<file path="config.mk">
export PLATFORM = sky130hd
export DESIGN_NAME = ir_compressed_code_player_unit_flat
export DESIGN_NICKNAME = d
export VERILOG_FILES = /design/src/rtl/icp_pkg.sv /design/src/rtl/icp_if.sv /design/src/rtl/ir_compressed_code_player_unit.sv /design/src/flat_wrapper.sv
export SDC_FILE = /design/constraint.sdc
export NUM_CORES = 1
export LEC_CHECK = 0
export ABC_AREA = 1
export BUFFER_PORTS_ARGS = -buffer_cell sky130_fd_sc_hd__buf_4
export CORE_MARGIN = 2
export CORE_UTILIZATION = 62
export CTS_BUF_LIST = sky130_fd_sc_hd__clkbuf_4 sky130_fd_sc_hd__clkbuf_8 sky130_fd_sc_hd__clkbuf_16
export CTS_CLUSTER_SIZE = 14
export DETAILED_ROUTE_END_ITERATION = 7
export GPL_ROUTABILITY_DRIVEN = 0
export PLACE_DENSITY_LB_ADDON = 0.25
export SYNTH_ARGS = -nofsm -noshare
export SYNTH_HDL_FRONTEND = slang
export SYNTH_SLANG_ARGS = --single-unit
export TNS_END_PERCENT = 50
</file>
<file path="constraint.sdc">
create_clock -name clk -period 5.5 [get_ports clk]
set_clock_uncertainty 0.15 [all_clocks]
set_input_delay 0.275 -clock clk [delete_from_list [all_inputs] [get_ports clk]]
set_output_delay 0.275 -clock clk [all_outputs]
set_load 0.03 [all_outputs]
</file>
<file path="src/rtl/icp_pkg.sv">
// ----------------------------------------------------------------------------
// icp_pkg: IR compressed code player shared definitions
// Constants, request and config register codes and the result item type.
// ----------------------------------------------------------------------------
package icp_pkg;

  localparam int TABLE_DEPTH = 16;
  localparam int TAB_AW      = (TABLE_DEPTH > 1) ? $clog2(TABLE_DEPTH) : 1;
  localparam int ITEM_CAP    = 600;
  localparam int ITEM_W      = $clog2(ITEM_CAP) + 1;

  localparam int DUR_W   = 15;
  localparam int MARK_W  = 13;
  localparam int SPACE_W = 14;
  localparam int US_W    = 18;  // space x10 up to 160000 us

  localparam logic [DUR_W-1:0]   MAX_DUR   = DUR_W'(32000);
  localparam logic [SPACE_W-1:0] SPACE_SAT = SPACE_W'(16000);
  localparam logic [ITEM_W-1:0]  ITEM_STOP = ITEM_W'(ITEM_CAP - 8);

  typedef enum logic [1:0] {
    REQ_LOAD  = 2'd0,
    REQ_START = 2'd1,
    REQ_BYTE  = 2'd2,
    REQ_NONE  = 2'd3
  } req_t;

  typedef enum logic [0:0] {
    CFG_INDEX_BITS = 1'b0,
    CFG_PAIR_COUNT = 1'b1
  } cfg_reg_t;

  typedef struct packed {
    logic             first_level;
    logic [DUR_W-1:0] first_duration;
    logic             second_level;
    logic [DUR_W-1:0] second_duration;
    logic             last_item;
  } item_t;

endpackage

</file>
<file path="src/rtl/icp_if.sv">
// ----------------------------------------------------------------------------
// icp_req_if / icp_item_if: request and result channels
// Valid/ready channels; a transfer happens when both are high.
// ----------------------------------------------------------------------------
interface icp_req_if;
  logic        valid;
  logic        ready;
  logic [1:0]  req_type;
  logic [3:0]  entry_index;
  logic [12:0] mark_tens;
  logic [13:0] space_tens;
  logic [7:0]  code_byte;

  modport source (output valid, req_type, entry_index, mark_tens, space_tens, code_byte,
                  input ready);
  modport sink   (input valid, req_type, entry_index, mark_tens, space_tens, code_byte,
                  output ready);
endinterface

interface icp_item_if;
  logic        valid;
  logic        ready;
  logic        first_level;
  logic [14:0] first_duration;
  logic        second_level;
  logic [14:0] second_duration;
  logic        last_item;

  modport source (output valid, first_level, first_duration, second_level,
                  second_duration, last_item, input ready);
  modport sink   (input valid, first_level, first_duration, second_level,
                  second_duration, last_item, output ready);
endinterface

</file>
<file path="src/rtl/ir_compressed_code_player_unit.sv">
// ----------------------------------------------------------------------------
// ir_compressed_code_player_unit: compressed IR code player
// Loads a mark/space timing table, unpacks code bytes into table indices and
// plays each index as a pulse item plus all-low filler items.
// ----------------------------------------------------------------------------
// Ordering: a byte's first item passes UNPACK, LOAD, PAIR and the output register;
//   load and start requests take effect at their transfer, back to back.
// Throughput: one item per cycle while the sink is ready, with UNPACK and LOAD
//   between indices; no new request is taken until a byte's indices are played.
// Reset (sync, rst_n low): idle, no item pending, buffer and counters zero,
//   code finished, index_bits 2, pair_count 0; timing table not cleared.
module ir_compressed_code_player_unit (
  input  logic       clk,
  input  logic       rst_n,
  icp_req_if.sink    in_ch,
  icp_item_if.source out_ch,
  input  logic       cfg_we,
  input  logic [0:0] cfg_index,
  input  logic [7:0] cfg_data
);

  // one-hot sequencer states
  typedef enum logic [4:0] {
    S_IDLE   = 5'b00001,
    S_UNPACK = 5'b00010,  // pull next index out of the bit buffer
    S_LOAD   = 5'b00100,  // table read, x10, clamp
    S_PAIR   = 5'b01000,  // emit pulse item
    S_FILL   = 5'b10000   // emit filler items
  } state_t;

  state_t state_r, state_nxt;

  // config
  logic [2:0] index_bits_r;
  logic [7:0] pair_count_r;

  // timing table: mark and space per entry
  logic [icp_pkg::MARK_W-1:0]  tab_mark_r  [icp_pkg::TABLE_DEPTH];
  logic [icp_pkg::SPACE_W-1:0] tab_space_r [icp_pkg::TABLE_DEPTH];

  // unpack state
  logic [11:0] buf_r, buf_nxt;
  logic [3:0]  bits_r, bits_nxt;
  logic [2:0]  width_r, width_nxt;
  logic [3:0]  idx_r, idx_nxt;
  logic [7:0]  pairs_done_r, pairs_done_nxt;
  logic [icp_pkg::ITEM_W-1:0] items_r, items_nxt;
  logic        finished_r, finished_nxt;

  // current pair
  logic [icp_pkg::DUR_W-1:0] mark_r, mark_nxt;
  logic [icp_pkg::DUR_W-1:0] first_r, first_nxt;
  logic [icp_pkg::US_W-1:0]  left_r, left_nxt;

  // output register
  icp_pkg::item_t out_r, out_nxt;
  logic           out_valid_r, out_valid_nxt;

  // datapath temporaries
  logic                        in_xfer;
  logic                        out_free;
  logic [2:0]                  width_clamp;
  logic [3:0]                  shamt;
  logic [11:0]                 shifted;
  logic [4:0]                  idx_mask;
  logic                        idx_hit;
  logic [icp_pkg::TAB_AW-1:0]  rd_addr;
  logic [icp_pkg::MARK_W-1:0]  rd_mark;
  logic [icp_pkg::SPACE_W-1:0] rd_space;
  logic [16:0]                 mark_us;
  logic [icp_pkg::US_W-1:0]    space_scaled;
  logic [icp_pkg::US_W-1:0]    chunk;
  logic [icp_pkg::DUR_W-1:0]   half;
  logic                        pair_last;
  logic                        code_end;
  logic [icp_pkg::SPACE_W-1:0] load_space;

  assign in_ch.ready = (state_r == S_IDLE);
  assign in_xfer     = in_ch.valid && in_ch.ready;
  assign out_free    = !out_valid_r || out_ch.ready;

  assign out_ch.valid           = out_valid_r;
  assign out_ch.first_level     = out_r.first_level;
  assign out_ch.first_duration  = out_r.first_duration;
  assign out_ch.second_level    = out_r.second_level;
  assign out_ch.second_duration = out_r.second_duration;
  assign out_ch.last_item       = out_r.last_item;

  // index width: 0 acts as 1, above 4 acts as 4
  always_comb begin
    if (index_bits_r == 3'd0) begin
      width_clamp = 3'd1;
    end else if (index_bits_r > 3'd4) begin
      width_clamp = 3'd4;
    end else begin
      width_clamp = index_bits_r;
    end
  end

  // index extraction from the top of the buffered bits
  assign shamt    = bits_r - {1'b0, width_r};
  assign shifted  = buf_r >> shamt;
  assign idx_mask = (5'd1 << width_r) - 5'd1;

  // table read and x10 scaling (shift-add)
  assign idx_hit      = ({1'b0, idx_r} < 5'(icp_pkg::TABLE_DEPTH));
  assign rd_addr      = idx_r[icp_pkg::TAB_AW-1:0];
  assign rd_mark      = idx_hit ? tab_mark_r[rd_addr]  : '0;
  assign rd_space     = idx_hit ? tab_space_r[rd_addr] : '0;
  assign mark_us      = ({4'd0, rd_mark} << 3) + ({4'd0, rd_mark} << 1);
  assign space_scaled = ({4'd0, rd_space} << 3) + ({4'd0, rd_space} << 1);

  // filler chunk: at most MAX_DUR, split floor half first
  assign chunk = (left_r > icp_pkg::US_W'(icp_pkg::MAX_DUR)) ?
                 icp_pkg::US_W'(icp_pkg::MAX_DUR) : left_r;
  assign half  = icp_pkg::DUR_W'(chunk >> 1);

  // code ends on this pair's final item
  assign code_end = ({1'b0, pairs_done_r} + 9'd1 >= {1'b0, pair_count_r}) ||
                    (items_r + icp_pkg::ITEM_W'(1) > icp_pkg::ITEM_STOP);

  assign load_space = (in_ch.space_tens > icp_pkg::SPACE_SAT) ?
                      icp_pkg::SPACE_SAT : in_ch.space_tens;

  always_comb begin
    state_nxt      = state_r;
    buf_nxt        = buf_r;
    bits_nxt       = bits_r;
    width_nxt      = width_r;
    idx_nxt        = idx_r;
    pairs_done_nxt = pairs_done_r;
    items_nxt      = items_r;
    finished_nxt   = finished_r;
    mark_nxt       = mark_r;
    first_nxt      = first_r;
    left_nxt       = left_r;
    out_nxt        = out_r;
    out_valid_nxt  = out_valid_r && !out_ch.ready;
    pair_last      = 1'b0;

    case (state_r)
      S_IDLE: begin
        if (in_xfer) begin
          case (icp_pkg::req_t'(in_ch.req_type))
            icp_pkg::REQ_START: begin
              buf_nxt        = '0;
              bits_nxt       = '0;
              pairs_done_nxt = '0;
              items_nxt      = '0;
              finished_nxt   = (pair_count_r == 8'd0);
            end
            icp_pkg::REQ_BYTE: begin
              if (!finished_r) begin
                buf_nxt   = {buf_r[3:0], in_ch.code_byte};
                bits_nxt  = bits_r + 4'd8;
                width_nxt = width_clamp;
                state_nxt = S_UNPACK;
              end
            end
            default: ;  // loads go to the table below; unknown does nothing
          endcase
        end
      end
      S_UNPACK: begin
        if (!finished_r && bits_r >= {1'b0, width_r}) begin
          idx_nxt   = shifted[3:0] & idx_mask[3:0];
          bits_nxt  = shamt;
          state_nxt = S_LOAD;
        end else begin
          state_nxt = S_IDLE;
        end
      end
      S_LOAD: begin
        mark_nxt  = (mark_us > 17'(icp_pkg::MAX_DUR)) ? icp_pkg::MAX_DUR :
                    icp_pkg::DUR_W'(mark_us);
        if (space_scaled > icp_pkg::US_W'(icp_pkg::MAX_DUR)) begin
          first_nxt = icp_pkg::MAX_DUR;
          left_nxt  = space_scaled - icp_pkg::US_W'(icp_pkg::MAX_DUR);
        end else begin
          first_nxt = icp_pkg::DUR_W'(space_scaled);
          left_nxt  = '0;
        end
        state_nxt = S_PAIR;
      end
      S_PAIR: begin
        if (out_free) begin
          pair_last                 = (left_r == '0);
          out_valid_nxt             = 1'b1;
          out_nxt.first_level       = 1'b1;
          out_nxt.first_duration    = mark_r;
          out_nxt.second_level      = 1'b0;
          out_nxt.second_duration   = first_r;
          out_nxt.last_item         = pair_last && code_end;
          items_nxt                 = items_r + icp_pkg::ITEM_W'(1);
          state_nxt                 = pair_last ? S_UNPACK : S_FILL;
        end
      end
      S_FILL: begin
        if (out_free) begin
          pair_last                 = (left_r <= icp_pkg::US_W'(icp_pkg::MAX_DUR));
          out_valid_nxt             = 1'b1;
          out_nxt.first_level       = 1'b0;
          out_nxt.first_duration    = half;
          out_nxt.second_level      = 1'b0;
          out_nxt.second_duration   = icp_pkg::DUR_W'(chunk) - half;
          out_nxt.last_item         = pair_last && code_end;
          items_nxt                 = items_r + icp_pkg::ITEM_W'(1);
          left_nxt                  = left_r - chunk;
          state_nxt                 = pair_last ? S_UNPACK : S_FILL;
        end
      end
      default: state_nxt = S_IDLE;
    endcase

    // end of a pair: count it, close the code if done
    if (pair_last) begin
      pairs_done_nxt = pairs_done_r + 8'd1;
      if (code_end) begin
        finished_nxt = 1'b1;
        buf_nxt      = '0;
        bits_nxt     = '0;
      end
    end
  end

  always_ff @(posedge clk) begin
    if (!rst_n) begin
      state_r      <= S_IDLE;
      buf_r        <= '0;
      bits_r       <= '0;
      pairs_done_r <= '0;
      items_r      <= '0;
      finished_r   <= 1'b1;
      out_valid_r  <= 1'b0;
      index_bits_r <= 3'd2;
      pair_count_r <= 8'd0;
    end else begin
      state_r      <= state_nxt;
      buf_r        <= buf_nxt;
      bits_r       <= bits_nxt;
      pairs_done_r <= pairs_done_nxt;
      items_r      <= items_nxt;
      finished_r   <= finished_nxt;
      out_valid_r  <= out_valid_nxt;
      if (cfg_we) begin
        case (icp_pkg::cfg_reg_t'(cfg_index))
          icp_pkg::CFG_INDEX_BITS: index_bits_r <= cfg_data[2:0];
          icp_pkg::CFG_PAIR_COUNT: pair_count_r <= cfg_data;
          default: ;
        endcase
      end
    end
  end

  // payload registers, no reset
  always_ff @(posedge clk) begin
    width_r <= width_nxt;
    idx_r   <= idx_nxt;
    mark_r  <= mark_nxt;
    first_r <= first_nxt;
    left_r  <= left_nxt;
    out_r   <= out_nxt;
  end

  // timing table write; space saturates on load
  always_ff @(posedge clk) begin
    if (in_xfer && in_ch.req_type == icp_pkg::REQ_LOAD &&
        {1'b0, in_ch.entry_index} < 5'(icp_pkg::TABLE_DEPTH)) begin
      tab_mark_r[in_ch.entry_index[icp_pkg::TAB_AW-1:0]]  <= in_ch.mark_tens;
      tab_space_r[in_ch.entry_index[icp_pkg::TAB_AW-1:0]] <= load_space;
    end
  end

  // ---------------------------------------------------------------- checks
  a_fill_nonzero: assert property (@(posedge clk) disable iff (!rst_n)
    state_r == S_FILL |-> left_r != '0)
    else $error("filler state with no space left");

  a_finished_empty: assert property (@(posedge clk) disable iff (!rst_n)
    finished_r |-> bits_r == 4'd0)
    else $error("bits buffered after code end");

  a_bits_bound: assert property (@(posedge clk) disable iff (!rst_n)
    bits_r <= 4'd11)
    else $error("bit buffer overfilled");

  a_filler_dur: assert property (@(posedge clk) disable iff (!rst_n)
    out_valid_r && !out_r.first_level |->
      ({1'b0, out_r.first_duration} + {1'b0, out_r.second_duration} <=
       {1'b0, icp_pkg::MAX_DUR}) && out_r.first_duration <= out_r.second_duration)
    else $error("filler item split wrong");

  a_pair_advance: assert property (@(posedge clk) disable iff (!rst_n)
    state_r == S_LOAD |=> state_r == S_PAIR)
    else $error("table read not followed by pulse item");

endmodule

</file>
<file path="src/flat_wrapper.sv">
// flat-port wrapper written by rule: the top's interface ports become plain ports
module ir_compressed_code_player_unit_flat 
  (clk, rst_n, cfg_we, cfg_index, cfg_data, in_ch_valid, in_ch_req_type, in_ch_entry_index, in_ch_mark_tens, in_ch_space_tens, in_ch_code_byte, in_ch_ready, out_ch_valid, out_ch_first_level, out_ch_first_duration, out_ch_second_level, out_ch_second_duration, out_ch_last_item, out_ch_ready);
  icp_req_if in_ch_i ();
  icp_item_if out_ch_i ();
  input  logic clk;
  input  logic rst_n;
  input  logic cfg_we;
  input  logic [0:0] cfg_index;
  input  logic [7:0] cfg_data;
  input wire logic [$bits(in_ch_i.valid)-1:0] in_ch_valid;
  input wire logic [$bits(in_ch_i.req_type)-1:0] in_ch_req_type;
  input wire logic [$bits(in_ch_i.entry_index)-1:0] in_ch_entry_index;
  input wire logic [$bits(in_ch_i.mark_tens)-1:0] in_ch_mark_tens;
  input wire logic [$bits(in_ch_i.space_tens)-1:0] in_ch_space_tens;
  input wire logic [$bits(in_ch_i.code_byte)-1:0] in_ch_code_byte;
  output wire logic [$bits(in_ch_i.ready)-1:0] in_ch_ready;
  output wire logic [$bits(out_ch_i.valid)-1:0] out_ch_valid;
  output wire logic [$bits(out_ch_i.first_level)-1:0] out_ch_first_level;
  output wire logic [$bits(out_ch_i.first_duration)-1:0] out_ch_first_duration;
  output wire logic [$bits(out_ch_i.second_level)-1:0] out_ch_second_level;
  output wire logic [$bits(out_ch_i.second_duration)-1:0] out_ch_second_duration;
  output wire logic [$bits(out_ch_i.last_item)-1:0] out_ch_last_item;
  input wire logic [$bits(out_ch_i.ready)-1:0] out_ch_ready;
  assign in_ch_i.valid = in_ch_valid;
  assign in_ch_i.req_type = in_ch_req_type;
  assign in_ch_i.entry_index = in_ch_entry_index;
  assign in_ch_i.mark_tens = in_ch_mark_tens;
  assign in_ch_i.space_tens = in_ch_space_tens;
  assign in_ch_i.code_byte = in_ch_code_byte;
  assign in_ch_ready = in_ch_i.ready;
  assign out_ch_valid = out_ch_i.valid;
  assign out_ch_first_level = out_ch_i.first_level;
  assign out_ch_first_duration = out_ch_i.first_duration;
  assign out_ch_second_level = out_ch_i.second_level;
  assign out_ch_second_duration = out_ch_i.second_duration;
  assign out_ch_last_item = out_ch_i.last_item;
  assign out_ch_i.ready = out_ch_ready;
  ir_compressed_code_player_unit u_core (.clk(clk), .rst_n(rst_n), .in_ch(in_ch_i), .out_ch(out_ch_i), .cfg_we(cfg_we), .cfg_index(cfg_index), .cfg_data(cfg_data));
endmodule
</file>
==> run metrics, run 1 <==
post-synth top area cell=edfxtp_1; Synth warnings=0; Area growth, synth to finish=13.4%; WP buf/inv=3; Top-Level Pins=90; ratio of cells with drive above 1 in the final layout=11.1%; CP max FO=140; drc violations=0; Die H=211 um; Simple-Gate Fraction of Synth Area=14.9%; setup slack after layout=0.609 ns; CP required=5.82 ns; largest family of logic cells by synthesized area=simple AND/OR/NAND/NOR gates; Hold Vio Cnt, Final=0; EDFF count, synth=517; initial antenna violation count=1; DP Wirelength=40,200 um; Global Route Usage Sum=30.2%; CTS sink count=574; Synthesized Nets=2,610; Setup crit end kind=register; post-synthesis cell type count=59; grt ovf=0; I/O Buffers=88; fin area=30,000 um2; mean post-synth cell area=10.6 um2; CP cell instances=buf_12 -> o21ai_0 -> o221ai_1 -> o211ai_1 -> nand2_1 -> ha_1 -> nand2_1 -> nand3_2 -> a21oi_1 -> xnor2_1 -> inv_1 -> ha_1 -> inv_1 -> nand2_1 -> nor2_1 -> nand3_1 -> nand3_1 -> nand2_1 -> nand2_2 -> nand2_8 -> o21bai_2; pre-CTS WS=0.724 ns; CTS tree=built; setup TNS=0 ns; most frequent cells after synthesis=517 x edfxtp_1, 370 x nor2_1, 350 x nand2_1, 276 x o21ai_0, 204 x inv_1; sequential-to-total area share from yosys stat=63.0%; CP top delay family=simple AND/OR/NAND/NOR gates; peak supply drop=0.375 mV; fin nets=2,726; hold slack=0.0773 ns; f_max=204 MHz; Setup Viol. Count Final=0; first-pass GRT wire length=103,000 um; routed vias/inst=6.12; Post-DRT Antenna Nets=0; largest net degree at the start of global routing=141; Max-slew headroom=17.8%; Clk Latency, worst-skew pair=0.65 ns; pwr dens=302 nW/um2; path category of the worst min-delay check=in -> reg; share of the synthesized area in the top cell type=58.7%; Wirelength per Cell=20.8 um; vias=19,567; final wirelength=66,500 um; Worst Max-Slew Pin Slew=1.23 ns; compound-gate portion of the synthesized area=12.4%; max-cap viol count=0; RSZ-0062 raised after global routing=false; row cnt=75; initial core utilization=63.0%; synthesized area=26,500 um2; CP max-delay cell=dfxtp_4; outcome=finished, final reports clean; vias in the first global route=18,777; Max Slew Vio Count=0; Initial DRT Pass Iterations=6; clk slew on worst S/H paths=0.06 ns; #FFs+latches synth=574; CP arrival=5.21 ns; Lkg Pwr=11.2 nW; startpoint types=register; TritonCTS Buffers=56; Worst path max stage delay=0.55 ns; mux cell area share after synthesis=0.0756%; drt first-iter violations=2,512; die area=44,400 um2; top cells by area, synth=edfxtp_1 59%, nor2_1 5.2%, o21ai_0 5.2%, nand2_1 5.0%, dfxtp_1 4.3%; CORE AREA=42,000 um2; most frequent cell after synthesis=edfxtp_1; period utilization=88.9%; # Post-CTS Setup Buffers=0; most used cell along the critical path=nand2_1; Post-synth top flop=edfxtp_1; Synth Area in XOR/XNOR=1.42%; H-tree depth=2; CTS Buffer Depth=3; Cell Area, Placed=27,700 um2; Die W=211 um; Root Buffer=clkbuf_16; Total Power=9.07 mW; fin crit period=4.89 ns; ys async rst share=0%; Synth Area in Adders=3.00%; Cells after Synth=2,494; worst setup path class=reg -> reg
[worst min-delay path: cells and delay by family]
family                     cells  cell delay (ns)
adders and majority gates      1             0.13
buffers and inverters          1             0.09
and+or+nand+nor                3             0.29
[metal layers]
layer / global-route usage, % / up-vias / share of wire (%)
li1: - / 9040 / -
met1: 40.7 / 9289 / 40
met2: 49.3 / 1064 / 47
met3: 5.40 / 174 / 9.2
met4: 11.9 / 0 / 3.6
met5: 0 / - / 0
[cell usage in the layout, fill, tap and decap left out, drive strengths merged, types with 31 or more instances in the layout]
cell / Yosys / routed
dfxtp: 57 / 57
clkbuf: 80 / 72
nand3: 120 / 120
o221ai: 60 / 60
a21oi: 86 / 86
o22ai: 31 / 31
dlygate4sd3: 0 / 49
inv: 211 / 211
nand2: 360 / 360
buf: 38 / 127
clkinv: 3 / 33
o21ai: 292 / 292
nor2: 381 / 381
edfxtp: 517 / 517
ha: 57 / 57
o211ai: 48 / 48
[metrics by stage]
| step | utilization [%] | std cells |
|---|---|---|
| final | 71.4 | 3199 |
| after CTS | 71.4 | 3196 |
| after floorplan | - | 2494 |
| after global placement | 65.8 | 3042 |
| after global routing | 71.4 | 3196 |
| after detailed placement | 65.8 | 3042 |
[final cells by class]
class | count | area [um2]
Timing Repair Buffer | 176 | 1470
Multi-Input combinational cell | 1588 | 8540
Clock inverter | 33 | 272
Tap cell | 539 | 674
Antenna cell | 3 | 7.51
Fill cell | 2884 | 12000
Inverter | 214 | 813
Clock buffer | 72 | 1550
Sequential cell | 574 | 16700
[final timing paths]
kind,from,to,slack (ns),depth (start not counted)
max reg2reg,register,u_core.left_r[3]$_DFFE_PP_,0.61,21
min reg2reg,u_core.idx_r[3]$_DFFE_PP_,register,0.32,2
min,in_ch_req_type[0],u_core.finished_r$_SDFF_PN1_,0.08,5
max,register,u_core.left_r[3]$_DFFE_PP_,0.61,21
[kinds of logic (layout without fill, tap and decap cells)]
group,Yosys count,in the layout
xor+xnor,43,43
flops,574,574
compound gates,549,549
simple gates,931,931
buf+inv,332,495
fa+ha+maj,61,61
other cells,2,5
mux,2,2
[state kept, by name (all words and copies together), names as in the netlist, 11 cells and up, named ones only]
register                       count
u_core.tab_mark_r                208
u_core.out_ch.first_duration      15
u_core.first_r                    14
u_core.mark_r                     14
u_core.out_ch.second_duration     15
u_core.buf_r                      12
u_core.tab_space_r               224
u_core.left_r                     18
u_core.items_r                    11
[power breakdown]
group	internal, mW	total (mW)	switching [mW]
Clock	2.10	3.75	1.65
Sequential	4.80	4.83	0.0253
Combinational	0.154	0.491	0.337
[repair_timing]
action,4_1_cts,5_1_grt
gates resized for setup,0,0
hold endpoints to repair,314,0
hold buffers,49,0
setup endpoints to repair,0,0
Note: power is estimated with default switching activity, not from simulation.
==> run 2: changes to the inputs <==
Clock period 5.5 ns to 4.7 ns, I/O delays scaled along.
==> run metrics, run 2 (same netlist as run 1, synthesis figures left out) <==
Root Buffer=clkbuf_16 (unchanged); Worst path max stage delay=0.41 ns (was 0.55 ns); DP Wirelength=39,200 um (was 40,200 um); Cell Area, Placed=27,900 um2 (was 27,700 um2); TritonCTS Buffers=56 (unchanged); Die H=211 um (unchanged); row cnt=75 (unchanged); most used cell along the critical path=nand2_1 (unchanged); outcome=finished, final reports clean (unchanged); grt ovf=0 (unchanged); ratio of cells with drive above 1 in the final layout=11.4% (was 11.1%); Register-to-Register Path Depth=25 (was 21); Initial DRT Pass Iterations=8 (was 6); Global Route Usage Sum=29.5% (was 30.2%); CP max-delay cell=dfxtp_4 (unchanged); CTS Buffer Depth=3 (unchanged); post-layout util=71.9% (was 71.4%); CTS sink count=574 (unchanged); Setup Viol. Count Final=0 (unchanged); initial antenna violation count=0 (was 1); Lkg Pwr=11.3 nW (was 11.2 nW); fin nets=2,737 (was 2,726); vias=19,639 (was 19,567); Top-Level Pins=90 (unchanged); H-tree depth=2 (unchanged); number of flip-flops in the largest register=224 (unchanged); peak supply drop=0.380 mV (was 0.375 mV); path category of the worst min-delay check=in -> reg (unchanged); die area=44,400 um2 (unchanged); Hold Startpoint=in_ch_req_type[0] (unchanged); drt first-iter violations=2,075 (was 2,512); Worst Max-Slew Pin Slew=1.06 ns (was 1.23 ns); final wirelength=64,800 um (was 66,500 um); drc violations=0 (unchanged); CP required=5.02 ns (was 5.82 ns); fin area=30,200 um2 (was 30,000 um2); Wirelength per Cell=20.2 um (was 20.8 um); pwr dens=355 nW/um2 (was 302 nW/um2); RSZ-0062 raised after global routing=false (unchanged); fin crit period=4.35 ns (was 4.89 ns); Max Slew Vio Count=0 (unchanged); diodes inserted=0 (was 3); initial core utilization=63.0% (unchanged); startpoint types=register (unchanged); setup TNS=0 ns (unchanged); Max-slew headroom=29.1% (was 17.8%); Hold Vio Cnt, Final=0 (unchanged); most frequent cells in the layout=517 x edfxtp_1, 354 x nor2_1, 350 x nand2_1 (unchanged); period utilization=92.5% (was 88.9%); most common cell after layout, fill and taps aside=edfxtp_1 (unchanged); hold slack=0.0530 ns (was 0.0773 ns); f_max=230 MHz (was 204 MHz); Die W=211 um (unchanged); Setup crit end kind=register (unchanged); routed vias/inst=6.13 (was 6.12); clk slew on worst S/H paths=0.06 ns (about the same); largest net degree at the start of global routing=77 (was 141); first-pass GRT wire length=102,000 um (was 103,000 um); worst setup path class=reg -> reg (unchanged); Min-Delay Path Depth=5 (unchanged); CP arrival=4.67 ns (was 5.21 ns); max-cap viol count=0 (unchanged); I/O Buffers=88 (unchanged); Area growth, synth to finish=14.2% (was 13.4%); CORE AREA=42,000 um2 (unchanged); CP max FO=42 (was 140); vias in the first global route=19,159 (was 18,777); Clk Latency, worst-skew pair=0.64 ns (was 0.65 ns); CTS tree=built (unchanged); Post-DRT Antenna Nets=0 (unchanged)
==> run 2: timing repair <==
action | in CTS | in global routing
hold endpoints to repair | 314 | 0
buffers inserted | 0 | 1
hold buffers | 46 | 0
endpoints found under the setup margin | 0 | 31
gates resized for setup | 0 | 6
==> run 2: stage by stage <==
step	power, mW	worst slack [ns]	cells
6_report	10.7	0.352	3206
5_1_grt	11.0	0.00110	3206
4_1_cts	10.7	0.173	3205
3_5_place_dp	6.30	0.220	3055
3_3_place_gp	6.28	0.364	3055
2_1_floorplan	6.07	0.513	2494
==> run 2: final cells by class <==
cell class                 instances  area (um2)
clock buffer                      74        1570
clock inverter                    30         289
fill                            2850       11800
inverter                         214         813
multi-input combinational       1588        8570
sequential                       574       16700
tap                              539         674
timing repair buffer             187        1650
==> run 2: power by group <==
group	leakage, nW	internal (mW)	total (mW)	switching (mW)
Combinational	5.23	0.192	0.593	0.401
Clock	0.926	2.57	4.48	1.90
Sequential	5.12	5.62	5.65	0.0311
==> run 2: worst paths after layout <==
kind                            slack (ns)                           end
worst max-delay path                  0.35    u_core.left_r[5]$_DFFE_PP_
worst min-delay path                  0.05  u_core.finished_r$_SDFF_PN1_
worst max register to register        0.35    u_core.left_r[5]$_DFFE_PP_
worst min register to register        0.32                      register
==> run 2: layer usage <==
metal / GRT usage, % / part of all wire (%) / vias up
met1: 39.4 / 40 / 9408
met3: 4.67 / 8.5 / 174
met2: 48.9 / 48 / 977
li1: - / - / 9080
met5: 0 / 0 / -
met4: 12.2 / 3.7 / 0
==> run 2: critical path, delay by kind of cell, from the launching register on <==
family	cells	cell delay [ns]
compound gates	4	0.54
flops	1	0.41
fa+ha+maj	3	0.82
buf+inv	5	0.65
simple gates	13	1.59
